--- config.mk ---
export PLATFORM = sky130hd
export DESIGN_NAME = auto_exposure_level_stepper_core_flat
export DESIGN_NICKNAME = d
export VERILOG_FILES = /design/src/hw/rtl/aels_pkg.sv /design/src/hw/rtl/aels_in_if.sv /design/src/hw/rtl/aels_out_if.sv /design/src/hw/rtl/auto_exposure_level_stepper_core.sv /design/src/hw/rtl/aels_cfg.sv /design/src/hw/rtl/aels_smooth.sv /design/src/hw/rtl/aels_step.sv /design/src/flat_wrapper.sv
export SDC_FILE = /design/constraint.sdc
export NUM_CORES = 1
export LEC_CHECK = 0
export ABC_AREA = 1
export BUFFER_PORTS_ARGS = -buffer_cell sky130_fd_sc_hd__buf_2
export CAP_MARGIN = 0
export CORE_MARGIN = 2
export CORE_UTILIZATION = 45
export DETAILED_ROUTE_END_ITERATION = 8
export GPL_TIMING_DRIVEN = 0
export PLACE_DENSITY = 0.73
export SYNTH_ARGS = -nofsm -noshare
export SYNTH_HDL_FRONTEND = slang
export SYNTH_SLANG_ARGS = --single-unit
--- constraint.sdc ---
create_clock -name clk -period 6.42 [get_ports clk]
set_input_delay 0.321 -clock clk [delete_from_list [all_inputs] [get_ports clk]]
set_output_delay 0.321 -clock clk [all_outputs]
set_load 0.05 [all_outputs]
--- src/hw/rtl/aels_pkg.sv ---
// ----------------------------------------------------------------------------
// aels_pkg: shared types and constants for the exposure level stepper
// Register indexes, reset values and the loop state struct.
// ----------------------------------------------------------------------------
package aels_pkg;

	localparam int LumaW  = 8;
	localparam int LevelW = 8;
	localparam int CfgIdxW = 1;
	localparam int CfgDataW = 8;

	typedef logic [LumaW-1:0]  luma_t;
	typedef logic [LevelW-1:0] level_t;

	typedef enum logic [CfgIdxW-1:0] {
		REG_TARGET_LUMA = 1'b0,
		REG_MAX_LEVEL   = 1'b1
	} cfg_reg_t;

	localparam luma_t  TargetLumaRst = 8'd64;
	localparam level_t MaxLevelRst   = 8'd127;
	localparam luma_t  PrevLumaRst   = 8'd60;
	localparam level_t LevelRst      = 8'd80;

	// Smoothing and stepping thresholds.
	localparam luma_t JumpLimit = 8'd20;
	localparam luma_t HoldBand  = 8'd6;
	localparam luma_t MoveBand  = 8'd4;
	localparam luma_t Band1     = 8'd10;
	localparam luma_t Band2     = 8'd20;
	localparam luma_t Band3     = 8'd30;
	localparam luma_t Band4     = 8'd40;
	localparam logic [1:0] RoundBias = 2'd2;

	typedef struct packed {
		level_t level;
		logic   stable;
	} loop_state_t;

endpackage

--- src/hw/rtl/aels_in_if.sv ---
// ----------------------------------------------------------------------------
// aels_in_if: frame luma channel
// Valid/ready channel carrying one mean luma word per frame.
// ----------------------------------------------------------------------------
interface aels_in_if;
	logic               valid;
	logic               ready;
	aels_pkg::luma_t    frame_luma;

	modport source (output valid, output frame_luma, input ready);
	modport sink   (input valid, input frame_luma, output ready);
endinterface

--- src/hw/rtl/aels_out_if.sv ---
// ----------------------------------------------------------------------------
// aels_out_if: exposure result channel
// Valid/ready channel carrying smoothed luma, level index and stable flag.
// ----------------------------------------------------------------------------
interface aels_out_if;
	logic               valid;
	logic               ready;
	aels_pkg::luma_t    smoothed_luma;
	aels_pkg::level_t   exposure_level;
	logic               is_stable;

	modport source (output valid, output smoothed_luma, output exposure_level,
		output is_stable, input ready);
	modport sink   (input valid, input smoothed_luma, input exposure_level,
		input is_stable, output ready);
endinterface

--- src/hw/rtl/auto_exposure_level_stepper_core.sv ---
// ----------------------------------------------------------------------------
// auto_exposure_level_stepper_core: auto-exposure level stepper
// Smooths each frame mean luma and steps an exposure level toward target.
// ----------------------------------------------------------------------------
//  channel     dir  word contents
//  luma        in   frame_luma
//  result      out  smoothed_luma, exposure_level, is_stable
//  cfg_*       in   register write: target_luma (0), max_level (1)
//
// One word per cycle sustained while the result is taken. A word waits in the input register,
// and the smoothing and step logic load the loop state, which is also the
// result register, from it: the result is valid once that load is made, and
// a stalled result holds the word in the input register until it is taken.
// Reset clears all valid flags and loads the loop state reset values.
// A stalled result holds the input register; input ready drops only when both
// the input register and the result register are full and the result is stalled.
module auto_exposure_level_stepper_core (
	input  logic                          clk,
	input  logic                          arst_n,
	aels_in_if.sink                       luma,
	aels_out_if.source                    result,
	input  logic                          cfg_we,
	input  logic [aels_pkg::CfgIdxW-1:0]  cfg_index,
	input  logic [aels_pkg::CfgDataW-1:0] cfg_wdata
);

	aels_pkg::luma_t       target_luma;
	aels_pkg::level_t      max_level;

	logic                  valid_s1;
	aels_pkg::luma_t       luma_s1;
	logic                  out_valid_q;
	aels_pkg::luma_t       prev_luma_q;
	aels_pkg::loop_state_t state_q;

	aels_pkg::luma_t       smoothed;
	aels_pkg::loop_state_t state_nxt;
	logic                  advance;

	aels_cfg u_cfg (
		.clk         (clk),
		.arst_n      (arst_n),
		.cfg_we      (cfg_we),
		.cfg_index   (cfg_index),
		.cfg_wdata   (cfg_wdata),
		.target_luma (target_luma),
		.max_level   (max_level)
	);

	aels_smooth u_smooth (
		.new_luma  (luma_s1),
		.prev_luma (prev_luma_q),
		.smoothed  (smoothed)
	);

	aels_step u_step (
		.smoothed    (smoothed),
		.target_luma (target_luma),
		.max_level   (max_level),
		.cur         (state_q),
		.nxt         (state_nxt)
	);

	assign advance    = valid_s1 && (!out_valid_q || result.ready);
	assign luma.ready = !valid_s1 || advance;

	always_ff @(posedge clk or negedge arst_n) begin
		if (!arst_n) begin
			valid_s1 <= 1'b0;
		end else if (luma.ready) begin
			valid_s1 <= luma.valid;
		end
	end

	always_ff @(posedge clk) begin
		if (luma.ready && luma.valid) begin
			luma_s1 <= luma.frame_luma;
		end
	end

	// The loop state doubles as the result register; it only moves when the
	// previous result has been taken.
	always_ff @(posedge clk or negedge arst_n) begin
		if (!arst_n) begin
			out_valid_q  <= 1'b0;
			prev_luma_q  <= aels_pkg::PrevLumaRst;
			state_q      <= '{level: aels_pkg::LevelRst, stable: 1'b0};
		end else begin
			if (advance) begin
				out_valid_q <= 1'b1;
				prev_luma_q <= smoothed;
				state_q     <= state_nxt;
			end else if (result.ready) begin
				out_valid_q <= 1'b0;
			end
		end
	end

	assign result.valid          = out_valid_q;
	assign result.smoothed_luma  = prev_luma_q;
	assign result.exposure_level = state_q.level;
	assign result.is_stable      = state_q.stable;

	a_advance_loads: assert property (@(posedge clk) disable iff (!arst_n)
		advance |=> out_valid_q)
		else $error("result not presented after advance");

	a_hold_input: assert property (@(posedge clk) disable iff (!arst_n)
		(valid_s1 && !advance) |=> (valid_s1 && $stable(luma_s1)))
		else $error("input register lost a word while stalled");

	a_clamp: assert property (@(posedge clk) disable iff (!arst_n)
		(advance && !state_q.stable) |=> (state_q.level <= $past(max_level)))
		else $error("level above clamp after a non-held step");

endmodule

--- src/hw/rtl/aels_cfg.sv ---
// ----------------------------------------------------------------------------
// aels_cfg: configuration registers
// Holds target luma and the upper level clamp, written through a plain port.
// ----------------------------------------------------------------------------
module aels_cfg (
	input  logic                                clk,
	input  logic                                arst_n,
	input  logic                                cfg_we,
	input  logic [aels_pkg::CfgIdxW-1:0]        cfg_index,
	input  logic [aels_pkg::CfgDataW-1:0]       cfg_wdata,
	output aels_pkg::luma_t                     target_luma,
	output aels_pkg::level_t                    max_level
);

	aels_pkg::luma_t  target_q;
	aels_pkg::level_t max_level_q;

	always_ff @(posedge clk or negedge arst_n) begin
		if (!arst_n) begin
			target_q    <= aels_pkg::TargetLumaRst;
			max_level_q <= aels_pkg::MaxLevelRst;
		end else if (cfg_we) begin
			case (aels_pkg::cfg_reg_t'(cfg_index))
				aels_pkg::REG_TARGET_LUMA: target_q    <= cfg_wdata[aels_pkg::LumaW-1:0];
				aels_pkg::REG_MAX_LEVEL:   max_level_q <= cfg_wdata[aels_pkg::LevelW-1:0];
				default: ;
			endcase
		end
	end

	assign target_luma = target_q;
	assign max_level   = max_level_q;

endmodule

--- src/hw/rtl/aels_smooth.sv ---
// ----------------------------------------------------------------------------
// aels_smooth: jump-aware luma smoothing
// Passes large jumps through, otherwise blends 3:1 toward the new value.
// ----------------------------------------------------------------------------
module aels_smooth (
	input  aels_pkg::luma_t new_luma,
	input  aels_pkg::luma_t prev_luma,
	output aels_pkg::luma_t smoothed
);

	aels_pkg::luma_t diff;
	logic [9:0]      blend;

	always_comb begin
		diff  = (new_luma > prev_luma) ? (new_luma - prev_luma) : (prev_luma - new_luma);
		// 3*new + prev + 2 tops out at 1022, so ten bits hold it.
		blend = {2'b00, new_luma} + {1'b0, new_luma, 1'b0} + {2'b00, prev_luma}
			+ {8'd0, aels_pkg::RoundBias};
		if (diff > aels_pkg::JumpLimit) begin
			smoothed = new_luma;
		end else begin
			smoothed = blend[9:2];
		end
	end

endmodule

--- src/hw/rtl/aels_step.sv ---
// ----------------------------------------------------------------------------
// aels_step: exposure level step rule
// Holds, or steps by a banded amount or marks stable and then clamps the level.
// ----------------------------------------------------------------------------
module aels_step (
	input  aels_pkg::luma_t      smoothed,
	input  aels_pkg::luma_t      target_luma,
	input  aels_pkg::level_t     max_level,
	input  aels_pkg::loop_state_t cur,
	output aels_pkg::loop_state_t nxt
);

	logic signed [8:0]  err;
	aels_pkg::luma_t    mag;
	logic [2:0]         step;
	logic signed [9:0]  lv;

	always_comb begin
		err = $signed({1'b0, smoothed}) - $signed({1'b0, target_luma});
		mag = err[8] ? aels_pkg::luma_t'(-err) : err[7:0];

		if (mag > aels_pkg::Band4) begin
			step = 3'd5;
		end else if (mag > aels_pkg::Band3) begin
			step = 3'd4;
		end else if (mag > aels_pkg::Band2) begin
			step = 3'd3;
		end else if (mag > aels_pkg::Band1) begin
			step = 3'd2;
		end else begin
			step = 3'd1;
		end

		lv  = $signed({2'b00, cur.level});
		nxt = cur;
		if (!(cur.stable && mag <= aels_pkg::HoldBand)) begin
			if (mag >= aels_pkg::MoveBand) begin
				// A frame brighter than target lowers the level.
				if (err[8]) begin
					lv = lv + $signed({7'd0, step});
				end else begin
					lv = lv - $signed({7'd0, step});
				end
				nxt.stable = 1'b0;
			end else begin
				nxt.stable = 1'b1;
			end
			if (lv < 0) begin
				nxt.level = '0;
			end else if (lv > $signed({2'b00, max_level})) begin
				nxt.level = max_level;
			end else begin
				nxt.level = lv[7:0];
			end
		end
	end

endmodule
--- src/flat_wrapper.sv ---
// flat-port wrapper written by rule: the top's interface ports become plain ports
module auto_exposure_level_stepper_core_flat 
  (clk, arst_n, cfg_we, cfg_index, cfg_wdata, luma_valid, luma_frame_luma, luma_ready, result_valid, result_smoothed_luma, result_exposure_level, result_is_stable, result_ready);
  aels_in_if luma_i ();
  aels_out_if result_i ();
  input  logic clk;
  input  logic arst_n;
  input  logic cfg_we;
  input  logic [aels_pkg::CfgIdxW-1:0] cfg_index;
  input  logic [aels_pkg::CfgDataW-1:0] cfg_wdata;
  input wire logic [$bits(luma_i.valid)-1:0] luma_valid;
  input wire logic [$bits(luma_i.frame_luma)-1:0] luma_frame_luma;
  output wire logic [$bits(luma_i.ready)-1:0] luma_ready;
  output wire logic [$bits(result_i.valid)-1:0] result_valid;
  output wire logic [$bits(result_i.smoothed_luma)-1:0] result_smoothed_luma;
  output wire logic [$bits(result_i.exposure_level)-1:0] result_exposure_level;
  output wire logic [$bits(result_i.is_stable)-1:0] result_is_stable;
  input wire logic [$bits(result_i.ready)-1:0] result_ready;
  assign luma_i.valid = luma_valid;
  assign luma_i.frame_luma = luma_frame_luma;
  assign luma_ready = luma_i.ready;
  assign result_valid = result_i.valid;
  assign result_smoothed_luma = result_i.smoothed_luma;
  assign result_exposure_level = result_i.exposure_level;
  assign result_is_stable = result_i.is_stable;
  assign result_i.ready = result_ready;
  auto_exposure_level_stepper_core u_core (.clk(clk), .arst_n(arst_n), .luma(luma_i), .result(result_i), .cfg_we(cfg_we), .cfg_index(cfg_index), .cfg_wdata(cfg_wdata));
endmodule
==> Yosys cells after proc, flatten, opt, wreduce, memory -nomap -nowiden <==
Index checks and enable logic that the tools add are counted.
{ "totals": {"regBits": 43, "in_bits": 22, "out_inout_bits": 19} }
{ "op_classes": {"add_sub_neg": 9, "magnitude_cmp": 10, "mux": 15, "bitwise": 2, "reduce_logical": 11} }
{ "op_table": {"columns": ["operator", "n"], "rows": [
  ["$mux W8", 5],
  ["$mux W10", 3],
  ["$gt A8 B5 Y1 const B", 3],
  ["$sub A8 B8 Y8", 2],
  ["$add A10 B2 Y10 const B", 1],
  ["$add A10 B8 Y10", 1],
  ["$add A8 B9 Y10", 1],
  ["$gt A10 B9 Y1", 1],
  ["$lt A10 B1 Y1 const B", 1],
  ["$add A8 B3 Y9", 1],
  ["$sub A8 B3 Y9", 1],
  ["$sub A8 B8 Y9", 1],
  ["$ge A8 B3 Y1 const B", 1],
  ["$gt A8 B4 Y1 const B", 1],
  ["$gt A8 B6 Y1 const B", 1],
  ["$gt A8 B8 Y1", 1],
  ["$le A8 B3 Y1 const B", 1],
  ["$neg A8 Y8", 1],
  ["$mux W3", 2],
  ["$reduce_and A2 Y1", 3],
  ["$mux W2", 2],
  ["$logic_and A1 B1 Y1", 3],
  ["$mux W1", 3],
  ["$logic_not A1 Y1", 2],
  ["3 further kinds", 5]
]} }

==> Longest topological paths before layout <==
{ "logic_depth": {"ltp_word": 19, "mapped_depth": 67, "mapped_depth_nobuf": 66} }

==> Hierarchy <==
Synthesis repeated with hierarchy kept, for this count alone.
{ "hier_totals": {"hier_cells": 762, "area_unflattened_um2": 5153.7} }
{ "modules_own_cells": {"columns": ["mod", "n_inst", "cells_each", "area_each_um2", "seq_area_each_um2"], "rows": [
  ["aels_step", 1, 350, 1925.6, 0.0],
  ["aels_smooth", 1, 252, 1511.4, 0.0],
  ["auto_exposure_level_stepper_core", 1, 90, 1043.5, 723.2],
  ["aels_cfg", 1, 70, 673.1, 410.4]
]} }

==> Least setup slack after synthesis <==
Ideal clock, no wire load.
{ "synth_timing": {"kind": "reg2reg", "from": "reg u_core.prev_luma_q[0], in the netlist u_core.result.smoothed_luma[0]", "to": "reg u_core.state_q (netlist bit u_core.result.exposure_level[0])", "setup_ps": 118, "t_arrival_ps": 7149, "t_required_ps": 6302, "path_slack_ps": -847, "stages_incl_launch_ff": 57, "path_buffers": 0, "period_less_slack_ps": 7267, "path_cell_list": "dfrtp_1 ha_1 fa_1 o21ai_2 nand2_1 o211ai_1 nand2_2 inv_2 nand2_1 nand2_1 nand2_1 nand2_1 nand2_1 nor2_4 nand2_4 nand2_1 nand2_1 ha_1 [... 21 more ...] inv_1 nand2_1 nor3_1 xor2_1 nand2_1 nand2_1 nand2_2 o21ai_2 inv_1 ha_1 nand4_1 or2_2 nand2_1 nand2_4 nand2_4 nand2_1 nand3_1 nand2_1"} }
{ "synth_between": {"elab_chain_cells": 19, "elab_cells_between_ends": 33, "classes_between": "add/sub: 8; order compare: 10; mux: 12; bitwise: 1; reduce/logical: 2"} }
{ "synth_rtl": {"columns": ["item", "line_no", "source"], "rows": [
  ["start: declaration", "auto_exposure_level_stepper_core.sv:33", "aels_pkg::luma_t prev_luma_q;"],
  ["start signal: assignment", "auto_exposure_level_stepper_core.sv:86", "prev_luma_q <= aels_pkg::PrevLumaRst;"],
  ["start signal: assignment", "auto_exposure_level_stepper_core.sv:91", "prev_luma_q <= smoothed;"],
  ["$sub A8 B8 Y8 or $gt A8 B8 Y1 (tied branches)", "aels_smooth.sv:15", "diff = (new_luma > prev_luma) ? (new_luma - prev_luma) : (prev_luma - new_luma);"],
  ["$mux W8", "aels_smooth.sv:15", null],
  ["$gt A8 B5 Y1", "aels_smooth.sv:19", "if (diff > aels_pkg::JumpLimit) begin"],
  ["$mux W8 *", "aels_smooth.sv:19", null],
  ["$sub A8 B8 Y9 *", "aels_step.sv:19", "err = $signed({1'b0, smoothed}) - $signed({1'b0, target_luma});"],
  ["$neg A8 Y8", "aels_step.sv:20", "mag = err[8] ? aels_pkg::luma_t'(-err) : err[7:0];"],
  ["$mux W8", "aels_step.sv:20", null],
  ["$gt A8 B4 Y1", "aels_step.sv:28", "end else if (mag > aels_pkg::Band1) begin"],
  ["[... 3 more ...]", null, null],
  ["$mux W3", "aels_step.sv:22", "if (mag > aels_pkg::Band4) begin"],
  ["$sub A8 B3 Y9 or $add A8 B3 Y9 (tied branches)", "aels_step.sv:42, aels_step.sv:40", null],
  ["$mux W10", "aels_step.sv:39", "if (err[8]) begin"],
  ["$mux W10", "aels_step.sv:37", "if (mag >= aels_pkg::MoveBand) begin"],
  ["$mux W10", "aels_step.sv:36", "if (!(cur.stable && mag <= aels_pkg::HoldBand)) begin"],
  ["$gt A10 B9 Y1", "aels_step.sv:50", "end else if (lv > $signed({2'b00, max_level})) begin"],
  ["$mux W8", "aels_step.sv:50", null],
  ["$mux W8", "aels_step.sv:48", "if (lv < 0) begin"],
  ["end signal: assignment", "auto_exposure_level_stepper_core.sv:87", "state_q <= '{level: aels_pkg::LevelRst, stable: 1'b0};"],
  ["end signal: assignment", "auto_exposure_level_stepper_core.sv:92", "state_q <= state_nxt;"],
  ["end: declaration", "auto_exposure_level_stepper_core.sv:34", "aels_pkg::loop_state_t state_q;"]
]} }
Mark *: on every way between the ends. The rest lies on a longest branch, timed or not. The select of a mux whose other input is x is not followed.
A chain may end at the register's enable or synchronous reset.

==> Final worst setup path <==
{ "layout_timing": {"from": "reg u_core.prev_luma_q[2], in the netlist u_core.result.smoothed_luma[2]", "to": "reg u_core.state_q (netlist bit u_core.result.exposure_level[4])"} }
Same word-level chain as after synthesis.

==> key figures <==
Floorplanning
  • Die Y: around 110 um
  • Die area: ~11000 um2
  • Initial core utilization: 46.2%
  • Row count: 37
  • Chip width: 107 um
  • CORE AREA: 10300 um2
  • I/O pin total: 41

Yosys
  • Mapped Avg Cell Area: 7.02 um2
  • Ys async rst share: 81.4%
  • Number of flops mapped to enable cells by yosys: 8
  • Gate Count Post-Synth: 679
  • Sequential share of the synthesized area: a little under a quarter
  • Seq cells post-synth: 43
  • Syn_nets: roughly 760
  • Synth Cell Area: 4760 um2
  • Cell variety after synth: 45
  • Primary FF master, synth: dfrtp_1
  • Ys Warns: 0

Clock tree
  • Clk buf depth: 2
  • Reg clk slew, reported paths: around 90 ps
  • Htree depth: 2
  • CTS Root Cell: clkbuf_8
  • CTS tree: built
  • Clk sink count: 43
  • Worst-Skew Late Latency: 310 ps
  • Post-CTS Hold Buffers: 0
  • Total CTS buffers: 5

Min path
  • HP Class: in -> async

STA
  • Min cycle time layout: 7090 ps
  • Worst-Margin Slew: 816 ps
  • Final setup viols: 8
  • Max Slew Vio Count: 0
  • Final Hold Fails: 0
  • Final Cycle Share: 110%
  • Max_slew headroom: around 46%
  • Setup tns final: -5200 ps
  • Clock skew: just over 10 ps
  • Unrepaired setup endpoints after global routing: yes
  • Final worst slack: -666 ps
  • Max Freq: 0.141 GHz

Global route
  • Global Route Usage Sum: 22.8%
  • Largest net degree at the start of global routing: 36
  • Antenna violations before repair: 0
  • Vias in the first global route: approximately 4700
  • First-pass GRT wire length: 21.3 mm
  • Grt total ovfl: 0

Drt
  • Vias per cell: 5.19
  • DR iter-0 viols: 257
  • Wire length per cell: 14.0 um
  • Pre-antenna DRT Iters: 4
  • ANT nets after route: 0
  • Routed WL: between 10 and 15 mm
  • Via Count: 4704
  • DRC: 0

Setup path
  • CP max-delay cell: dfstp_4
  • Kind of critical path: reg -> reg
  • Most frequent cell on the critical path: nand2_1
  • Arrival time at the worst endpoint: 7350 ps
  • Slowest stage delay, CP: between 600 and 700 ps
  • Largest fanout on the critical path: 8
  • Worst endpoint required time: roughly 6700 ps
  • Worst setup SP type: flip-flop
  • Critical Path Sink Type: flip-flop

Layout
  • Fraction of layout cells with a size suffix above 1: 33.1%
  • # diodes: 0
  • Nets@finish: around 850
  • Fillers: 869
  • Area grow syn2layout: 29.3%

Place
  • GP Congestion: 0.919
  • Port buffer count: 40
  • Dpl hpwl: approximately 9 mm

Job
  • Max_cap viols: 0

Status
  • Failing checks: setup timing
  • Outcome: complete, but fails checks
timing repair:
action	4_1_cts	5_1_grt
gates cloned	1	0
setup endpoints to repair	8	8
setup buffers	40	6
resized for setup	62	24
pin swaps	40	31
placed cells by master (no fill, tap or decap), drive strengths merged:
cell     count
a211oi       1
a21o         2
a21oi       20
a221oi       1
a31oi        1
and2         5
buf         89
clkbuf      13
clkinv       2
dfrtp       21
dfstp       14
edfxtp       8
fa          11
ha          51
inv        123
mux2i        1
nand2      225
nand3       54
nand3b       4
nand4        9
nor2        24
nor3         5
nor3b        1
o2111ai      1
o211ai       3
o21a         2
o21ai       45
o21bai       1
o221ai       4
o2bb2ai      1
or2          6
xnor2        8
xor2        14
worst paths after layout:
path / from / to / slack, ps / cells after the start
max: u_core.result.smoothed_luma[2]$_DFFE_PN1P_ / u_core.result.exposure_level[4]$_DFFE_PN1P_ / -670 / 63
min: arst_n / u_core.result.exposure_level[3]$_DFFE_PN0P_ / 90 / 1
max reg2reg: u_core.result.smoothed_luma[2]$_DFFE_PN1P_ / u_core.result.exposure_level[4]$_DFFE_PN1P_ / -670 / 63
min reg2reg: u_core.u_cfg.target_luma[3]$_DFFE_PN0P_ / u_core.u_cfg.target_luma[3]$_DFFE_PN0P_ / 500 / 2
max in group asynchronous: arst_n / u_core.result.smoothed_luma[6]$_DFFE_PN0P_ / 5750 / 1
min in group clk: luma_frame_luma[0] / u_core.luma_s1[0]$_DFFE_PP_ / 180 / 1
cell usage after synthesis (all sizes together) (5+ instances only):
cell type    n  area, um2
nand2      224        903
clkbuf       7       27.5
or2          6       37.5
nor2        24        123
a21oi       20        108
xor2        14        123
ha          51        638
dfrtp       21        526
dfstp       14        368
and2         5       31.3
o21ai       45        263
inv        123        464
nand4        9       71.3
edfxtp       8        240
xnor2        8       70.1
fa          11        220
nor3         5       25.0
nand3       54        280
buf          7       63.8
per-layer routing:
layer / part of all wire, % / track usage, % / up-vias
met2: 49 / 39.8 / 116
met5: 0 / 0 / -
met4: 2.4 / 8.44 / 0
met3: 3.2 / 2.80 / 27
met1: 45 / 28.8 / 2224
li1: - / - / 2337
state kept, by name, indices dropped and copies added (netlist names):
| name | flops |
|---|---|
| u_core.result.is_stable | 1 |
| u_core.valid_s1 | 1 |
| u_core.result.smoothed_luma | 8 |
| u_core.u_cfg.max_level | 8 |
| u_core.luma_s1 | 8 |
| u_core.u_cfg.target_luma | 8 |
| u_core.result.exposure_level | 8 |
| u_core.result.valid | 1 |
critical path: cells and delay by family, from the launching register on:
kind                       cells  cell delay [ps]
buffers and inverters          9              600
and+or+nand+nor               42             3320
DFF                            1              650
xor gates and xnor gates       1              130
AOI/OAI and AO/OA              5              610
adders and majority gates      6             1730
cells by family after synthesis:
logic type                 after synthesis  share of synthesized area (%)
AOI/OAI and AO/OA                       82                           10.6
xor gates and xnor gates                22                           4.04
adders and majority gates               62                           18.0
buffers and inverters                  137                           11.7
DFF                                     43                           23.8
muxes                                    1                          0.210
and+or+nand+nor                        332                           31.7
through the flow:
stage | cell area, um2 | util [%] | setup WS [ps] | hold slack (ps) | std cells
3_5_place_dp | 5320 | 51.5 | -1260 | 463 | 855
5_1_grt | 6160 | 59.7 | -1220 | 167 | 906
6_report | 6160 | 59.7 | -666 | 93.8 | 906
2_1_floorplan | 4950 | - | -439 | 25.4 | 679
3_3_place_gp | 5320 | 51.5 | -1100 | 454 | 855
4_1_cts | 6010 | 58.2 | -483 | 127 | 900
layout make-up:
class | instances | area [um2] | area share (%)
flip-flops and latches | 43 | 1150 | 18.7
plain buffers | 10 | 57.6 | 0.934
well taps | 136 | 170 | 2.76
repair buffers | 86 | 562 | 9.12
clock inverters | 2 | 13.8 | 0.223
clock buffers | 6 | 93.8 | 1.52
inverters | 123 | 474 | 7.70
multi-input cells | 500 | 3640 | 59.0
Power is not shown: default switching activity piles up to over one toggle a cycle in this logic, so the estimate is an artifact.
